<file path="config.mk">
export PLATFORM = sky130hd
export DESIGN_NAME = nwc_divider
export DESIGN_NICKNAME = d
export VERILOG_FILES = /design/src/hdl/nwc_pkg.sv /design/src/hdl/nwc_divider.sv
export SDC_FILE = /design/constraint.sdc
export NUM_CORES = 2
export LEC_CHECK = 0
export ABC_AREA = 1
export BUFFER_PORTS_ARGS = -buffer_cell sky130_fd_sc_hd__buf_4
export CORE_ASPECT_RATIO = 1.1
export CORE_MARGIN = 3
export CORE_UTILIZATION = 45
export DETAILED_ROUTE_END_ITERATION = 7
export SETUP_SLACK_MARGIN = 0.2
export SYNTH_ARGS = -nofsm -noshare
export SYNTH_HDL_FRONTEND = slang
export SYNTH_MEMORY_MAX_BITS = 65536
export SYNTH_SLANG_ARGS = --single-unit
</file>
<file path="constraint.sdc">
create_clock -name clk -period 3.9 [get_ports clk]
set_input_delay 0.585 -clock clk [delete_from_list [all_inputs] [get_ports clk]]
set_output_delay 0.585 -clock clk [all_outputs]
set_load 0.01 [all_outputs]
</file>
<file path="src/hdl/nwc_pkg.sv">
// Shared types, widths and window helpers for the normalized WOLA combiner.
// Used by nwc_divider and normalized_wola_combine_core; depends on nothing.

package nwc_pkg;

  localparam int SAMPLE_BITS       = 32;
  localparam int INDEX_W           = 8;
  localparam int WINDOW_HALF_WIDTH = 105;
  localparam int WEIGHT_FULL       = 50;
  localparam logic [INDEX_W-1:0] FRAME_LENGTH_RESET = INDEX_W'(160);

  // Integer weight is 0..WEIGHT_FULL, denominator is ip^2 + ic^2.
  localparam int WEIGHT_W = $clog2(WEIGHT_FULL + 1);
  localparam int DEN_W    = $clog2(2 * WEIGHT_FULL * WEIGHT_FULL + 1);
  localparam int FULL_W   = $clog2(WEIGHT_FULL + 1);

  // Weighted sum and its scaled magnitude.
  localparam int PROD_W = SAMPLE_BITS + WEIGHT_W + 1;
  localparam int SUM_W  = PROD_W + 1;
  localparam int MAG_W  = SUM_W + FULL_W;
  localparam int TOT_W  = MAG_W + 2;

  // Accept edge to result strobe: five front stages, one per quotient bit, two back.
  localparam int LATENCY = MAG_W + 7;

  localparam logic [SAMPLE_BITS-1:0] SAMPLE_MAX = {1'b0, {(SAMPLE_BITS-1){1'b1}}};
  localparam logic [SAMPLE_BITS-1:0] SAMPLE_MIN = {1'b1, {(SAMPLE_BITS-1){1'b0}}};

  typedef struct packed {
    logic signed [SAMPLE_BITS-1:0] acc;
    logic                          neg;
    logic                          no_weight;
  } div_side_t;

  // Trapezoid weight from the distance to the window center.
  function automatic logic [WEIGHT_W-1:0] weight_of(input logic [INDEX_W-1:0] span);
    logic [INDEX_W-1:0] edge_dist;
    logic [WEIGHT_W-1:0] w;
    edge_dist = INDEX_W'(WINDOW_HALF_WIDTH) - span;
    if (span > INDEX_W'(WINDOW_HALF_WIDTH)) begin
      w = '0;
    end else if (edge_dist < INDEX_W'(WEIGHT_FULL)) begin
      w = edge_dist[WEIGHT_W-1:0];
    end else begin
      w = WEIGHT_W'(WEIGHT_FULL);
    end
    return w;
  endfunction

endpackage

</file>
<file path="src/hdl/nwc_divider.sv">
// Pipelined restoring divider, one quotient bit per stage, for the WOLA combiner.
// Depends on nwc_pkg for widths and the sideband struct that rides along.

module nwc_divider (
  input  logic                         clk,
  input  logic                         rst,
  input  logic                         in_valid,
  input  logic [nwc_pkg::MAG_W-1:0]    in_mag,
  input  logic [nwc_pkg::DEN_W-1:0]    in_den,
  input  nwc_pkg::div_side_t           in_side,
  output logic                         out_valid,
  output logic [nwc_pkg::MAG_W-1:0]    out_quot,
  output nwc_pkg::div_side_t           out_side
);

  typedef struct packed {
    logic [nwc_pkg::DEN_W-1:0] rem;
    logic [nwc_pkg::MAG_W-1:0] dq;
  } div_acc_t;

  // Shift the next dividend bit into the remainder, subtract if it fits.
  function automatic div_acc_t div_step(input logic [nwc_pkg::DEN_W-1:0] rem,
                                        input logic [nwc_pkg::MAG_W-1:0] dq,
                                        input logic [nwc_pkg::DEN_W-1:0] den);
    logic [nwc_pkg::DEN_W:0] trial;
    logic [nwc_pkg::DEN_W:0] diff;
    logic                    fits;
    div_acc_t                res;
    trial   = {rem, dq[nwc_pkg::MAG_W-1]};
    diff    = trial - {1'b0, den};
    fits    = (trial >= {1'b0, den});
    res.rem = fits ? diff[nwc_pkg::DEN_W-1:0] : trial[nwc_pkg::DEN_W-1:0];
    res.dq  = {dq[nwc_pkg::MAG_W-2:0], fits};
    return res;
  endfunction

  logic                      valid_q [0:nwc_pkg::MAG_W-1];
  logic [nwc_pkg::DEN_W-1:0] rem_q   [0:nwc_pkg::MAG_W-1];
  logic [nwc_pkg::MAG_W-1:0] dq_q    [0:nwc_pkg::MAG_W-1];
  logic [nwc_pkg::DEN_W-1:0] den_q   [0:nwc_pkg::MAG_W-1];
  nwc_pkg::div_side_t        side_q  [0:nwc_pkg::MAG_W-1];
  div_acc_t                  step_res [0:nwc_pkg::MAG_W-1];

  always_comb begin
    step_res[0] = div_step('0, in_mag, in_den);
    for (int i = 1; i < nwc_pkg::MAG_W; i++) begin
      step_res[i] = div_step(rem_q[i-1], dq_q[i-1], den_q[i-1]);
    end
  end

  always_ff @(posedge clk) begin
    if (rst) begin
      for (int i = 0; i < nwc_pkg::MAG_W; i++) begin
        valid_q[i] <= 1'b0;
      end
    end else begin
      valid_q[0] <= in_valid;
      for (int i = 1; i < nwc_pkg::MAG_W; i++) begin
        valid_q[i] <= valid_q[i-1];
      end
    end
  end

  always_ff @(posedge clk) begin
    den_q[0]  <= in_den;
    side_q[0] <= in_side;
    for (int i = 1; i < nwc_pkg::MAG_W; i++) begin
      den_q[i]  <= den_q[i-1];
      side_q[i] <= side_q[i-1];
    end
    for (int i = 0; i < nwc_pkg::MAG_W; i++) begin
      rem_q[i] <= step_res[i].rem;
      dq_q[i]  <= step_res[i].dq;
    end
  end

  assign out_valid = valid_q[nwc_pkg::MAG_W-1];
  assign out_quot  = dq_q[nwc_pkg::MAG_W-1];
  assign out_side  = side_q[nwc_pkg::MAG_W-1];

endmodule
</file>
## After elaboration in Yosys (flattened, before gate mapping)

Memories as Yosys holds them, arrays and structs flattened.
Cells that the tools add are included.

- $lt $le $gt $ge: 46
- Multiplexer cells: 95
- Bitwise gates (word level): 46
- $add $sub $neg: 46

Operators by type and width:

| kind | count |
|---|---|
| greater-or-equal comparator 14 x 13 -> 1 bit | 45 |
| 2-to-1 mux 13 bit | 46 |
| subtractor 13 bit | 45 |
| 2-to-1 mux 1 bit | 49 |
| OR 1 bit | 46 |
| greater-or-equal comparator 1 x 13 -> 1 bit | 1 |
| subtractor 1 x 13 -> 13 bit | 1 |

- Bits in registers: 0
- RAM bits: 4922
- Bits of input ports: 96
- Word-level logic and storage cells: 238
- Output and inout bits: 81
- Memories kept: 5

Memories:

| name | words | bits a word | read ports | clocked after memory_dff | wr ports | RTL line | source |
|---|---|---|---|---|---|---|---|
| dq_q | 46 | 46 | 46 | 0 | 46 | nwc_divider.sv:39 | `logic [nwc_pkg::MAG_W-1:0] dq_q [0:nwc_pkg::MAG_W-1];` |
| side_q | 46 | 34 | 46 | 0 | 46 | nwc_divider.sv:41 | `nwc_pkg::div_side_t side_q [0:nwc_pkg::MAG_W-1];` |
| den_q | 46 | 13 | 45 | 0 | 46 | nwc_divider.sv:40 | `logic [nwc_pkg::DEN_W-1:0] den_q [0:nwc_pkg::MAG_W-1];` |
| rem_q | 46 | 13 | 45 | 0 | 46 | nwc_divider.sv:38 | `logic [nwc_pkg::DEN_W-1:0] rem_q [0:nwc_pkg::MAG_W-1];` |
| valid_q | 46 | 1 | 46 | 0 | 46 | nwc_divider.sv:37 | `logic valid_q [0:nwc_pkg::MAG_W-1];` |

## Depth between registers and ports, before layout

- Depth after elaboration: 3
- Mapped depth: 13
- Depth with buffers taken out: 12

## Worst setup path after synthesis

OpenSTA, ideal clock, no wires.

- Path kind: register to register
- Start point: mem dq_q[2][229] (netlist name)
- End point: mem rem_q[2][66] (netlist name)
- Arrival time: 1.740 ns
- Clock period less this slack: 1.853 ns
- Cell stages (with the launch flop): 14
- Data required time: 3.787 ns
- Buffers on the path: 1
- Library setup time: 0.113 ns
- Slack: 2.047 ns
- Cells stage by stage: dfxtp_1 inv_1 ha_1 inv_1 fa_1 nand2_1 nand2_1 nand3_1 nand2_1 nand2_2 nand3_2 buf_6 nand2_2 o21ai_2

RTL lines:

| what | RTL line |
|---|---|
| from (decl) | nwc_divider.sv:39 |
| to (decl) | nwc_divider.sv:38 |

==> flow_metrics.py <==
metrics = {
    "drt": {
        "dr.pass1.iters": 6,
        "ant_nets": 0,
        "vias_per_cell": 4.33,
        "vias": 85745,
        "drc": 0,
        "routed_wl_um": 254000,
        "drt-initial-drc-count": 4063,
        "wl_per_cell_um": 12.8,
    },
    "floorplanning": {
        "ios": 177,
        "die_h_um": 611,
        "dieArea_um2": 340000,
        "fp-row-count": 221,
        "initial_core_util_pct": 45.3,
        "core_area_um2": 330000,
        "die_w_um": 556,
    },
    "final_layout": {
        "area_growth_pct": 14.3,
        "fill_cells": 29588,
        "multi_input_area_um2": 40200,
        "drive_gt1_share_pct": 12.3,
        "regArea_um2": 98000,
        "nets": 15807,
    },
    "place": {
        "dpl.hpwl_um": 186000,
        "io_buffers": 176,
        "preCtsSetupSlack_ns": 1.29,
        "gp_congestion": 0.893,
    },
    "worst_setup_path": {
        "crit_type": "register to register",
        "end_kind": "register",
        "critPathMaxFanout": 22,
        "start_kind": "register",
        "critPathRequiredTime_ns": 4.73,
        "cp_data_arrival_time_ns": 3.46,
    },
    "job": {
        "drv_cap": 0,
    },
    "synthesis": {
        "syn_inst": 14566,
        "syn-num-nets": 15293,
        "syn_area_um2": 150000,
        "ys_seq_area_share_pct": 65.5,
        "synth_flop_cell": "dfxtp_1",
        "ys_ff_latch": 4896,
        "synth.top_cell.area_share_pct": 65.5,
        "ys_types": 40,
        "synthArstFlopShare_pct": 0,
        "postSynthAreaPerCell_um2": 10.3,
        "ys_warn_count": 0,
        "ys_top_cells_by_area": "dfxtp_1 65%, nand2_1 8.4%, inv_1 6.2%",
        "synth_top_cell_by_area": "dfxtp_1",
        "synth-edff-count": 0,
    },
    "hold_path": {
        "hold_class": "primary input to register",
    },
    "grt": {
        "grt_max_degree": 47,
        "grt_pass1_vias": 83637,
        "grt_pass1_wl_um": 416000,
        "grt_overflow_total": 0,
        "gr-usage-all-layers_pct": 14.9,
        "antenna_found_initial": 11,
    },
    "timing": {
        "worst_pin_slew_ns": 0.701,
        "fmax_ghz": 0.379,
        "finalHoldViolCount": 0,
        "clock_skew_ns": 0.0683,
        "setup_viol": 0,
        "max_slew_margin_pct": 53.2,
        "rsz0062_at_grt": "no",
        "tns_ns": 0,
        "setup_ws_ns": 1.26,
        "min_period_over_period_pct": 67.7,
        "maxSlewViolCount": 0,
        "layout_min_cycle_time_ns": 2.64,
    },
    "power_and_ir_drop": {
        "vdd_drop_max_mv": 0.447,
        "leakage_nw": 83.8,
        "power.density_nw_per_um2": 833,
    },
    "clock_network": {
        "clock_path_buffers": 4,
        "cts_tree": "built",
        "post_cts_resized": 0,
        "numClockSinks": 4896,
        "cts_max_level": 5,
        "path_clk_slew_ns": 0.06,
        "root_buffer": "clkbuf_16",
        "cts_buffers": 450,
        "insertion_delay_ns": 0.94,
    },
    "run_status": {
        "outcome": "completed",
    },
}
## where the power goes
part	leakage [nW]	switching, W	internal, W
registers	41.1	0.00375	0.0587
logic	35.1	0.0230	0.0129
clock network	7.59	0.0183	0.0261
## cells in the final DEF (no fill, tap or decap), types with 31 or more instances in the layout
| master | synthesis | layout |
|---|---|---|
| dfxtp_1 | 4896 | 4896 |
| nand2_1 | 3343 | 3343 |
| inv_1 | 2462 | 2462 |
| ha_1 | 587 | 587 |
| nand3_1 | 574 | 574 |
| nand4_1 | 462 | 462 |
| clkbuf_16 | 0 | 454 |
| nor2_1 | 415 | 415 |
| xor2_1 | 237 | 237 |
| nand2_2 | 213 | 213 |
| nand3_2 | 189 | 189 |
| o21ai_2 | 187 | 187 |
| buf_4 | 83 | 176 |
| a21oi_1 | 172 | 172 |
| o21ai_1 | 132 | 132 |
| nor2_2 | 111 | 111 |
| inv_2 | 107 | 107 |
| clkbuf_8 | 0 | 99 |
| dlygate4sd3_1 | 0 | 96 |
| clkbuf_1 | 5 | 85 |
| clkinv_2 | 0 | 63 |
| nor2_4 | 45 | 45 |
| a21oi_4 | 44 | 44 |
| fa_1 | 44 | 44 |
| bufinv_16 | 0 | 39 |
| clkinvlp_4 | 0 | 31 |
## synth_stat cells (all sizes together), types with 20 or more instances
cell type  instances
nor2             572
fa                44
nand4            486
nand2           3575
nand3            787
dfxtp           4896
ha               587
xor2             237
o21ai            323
inv             2569
nor3              20
buf              205
a21oi            216
## area by class of cell
cell class                 count  share of cell area, %
sequential                  4896                   57.3
multi-input combinational   6891                   23.5
clock buffer                 638                   7.62
inverter                    2569                   5.63
tap                         4348                   3.18
clock inverter               190                   1.51
timing repair buffer         272                   1.33
antenna                        5                0.00731
## worst paths after layout
check	startpoint	end	slack [ns]	cells after the start
worst max-delay path	den_q[2][78]	rem_q[2][98]	1.26	11
worst max register to register	den_q[2][78]	rem_q[2][98]	1.26	11
worst min-delay path	in_mag[33]	dq_q[0][34]	0.27	2
worst min register to register	dq_q[2][393]	dq_q[2][440]	0.28	0
## flip-flops by register name, summed over array words and instances (netlist names)
register  count
dq_q       2116
side_q     1564
den_q       585
rem_q       585
valid_q      46
## metal layers
layer	track usage [%]	vias to the layer above	share of wire, %
li1	-	45657	-
met1	18.4	38370	45
met2	26.1	1229	48
met3	2.48	489	4.0
met4	4.99	0	3.2
met5	0	-	0
## cell families (layout without fill, tap and decap cells)
| family | after synthesis | count (layout) | synth area share, % |
|---|---|---|---|
| flip-flops | 4896 | 4896 | 65.5 |
| buffers and inverters | 2779 | 3669 | 7.71 |
| AND/OR/NAND/NOR | 5461 | 5461 | 17.2 |
| adder cells (fa/ha/maj) | 631 | 631 | 5.49 |
| XOR/XNOR | 253 | 253 | 1.48 |
| AO/OA/AOI/OAI | 546 | 546 | 2.63 |
| other | 0 | 5 | 0 |
## critical path: stages (launching register included)
cell and delay, ns:
dfxtp_1 0.49, ha_1 0.21, inv_1 0.07, fa_1 0.46, nand2_1 0.10, nand2_1 0.05, nand3_1 0.06, nand2_1 0.09
nand2_2 0.14, nand3_2 0.50, nand2_1 0.26, o21ai_2 0.07
## stage by stage
stage | total power (W) | cell area, µm² | hold WS [ns] | util (%) | std cells
2_1_floorplan | 0.0918 | 150000 | 0.310 | - | 14566
6_report | 0.143 | 171000 | 0.268 | 51.8 | 19809
5_1_grt | 0.152 | 171000 | 0.203 | 51.8 | 19807
3_5_place_dp | 0.0994 | 155000 | 0.312 | 46.8 | 18880
3_3_place_gp | 0.0991 | 155000 | 0.309 | 46.8 | 18880
4_1_cts | 0.145 | 171000 | 0.163 | 51.8 | 19804
## timing repair
| item | in CTS | in global routing |
|---|---|---|
| buffers inserted | 0 | 0 |
| hold buffers | 96 | 0 |
| endpoints found under the hold margin | 146 | 0 |
(Power assumes the default switching activity.)
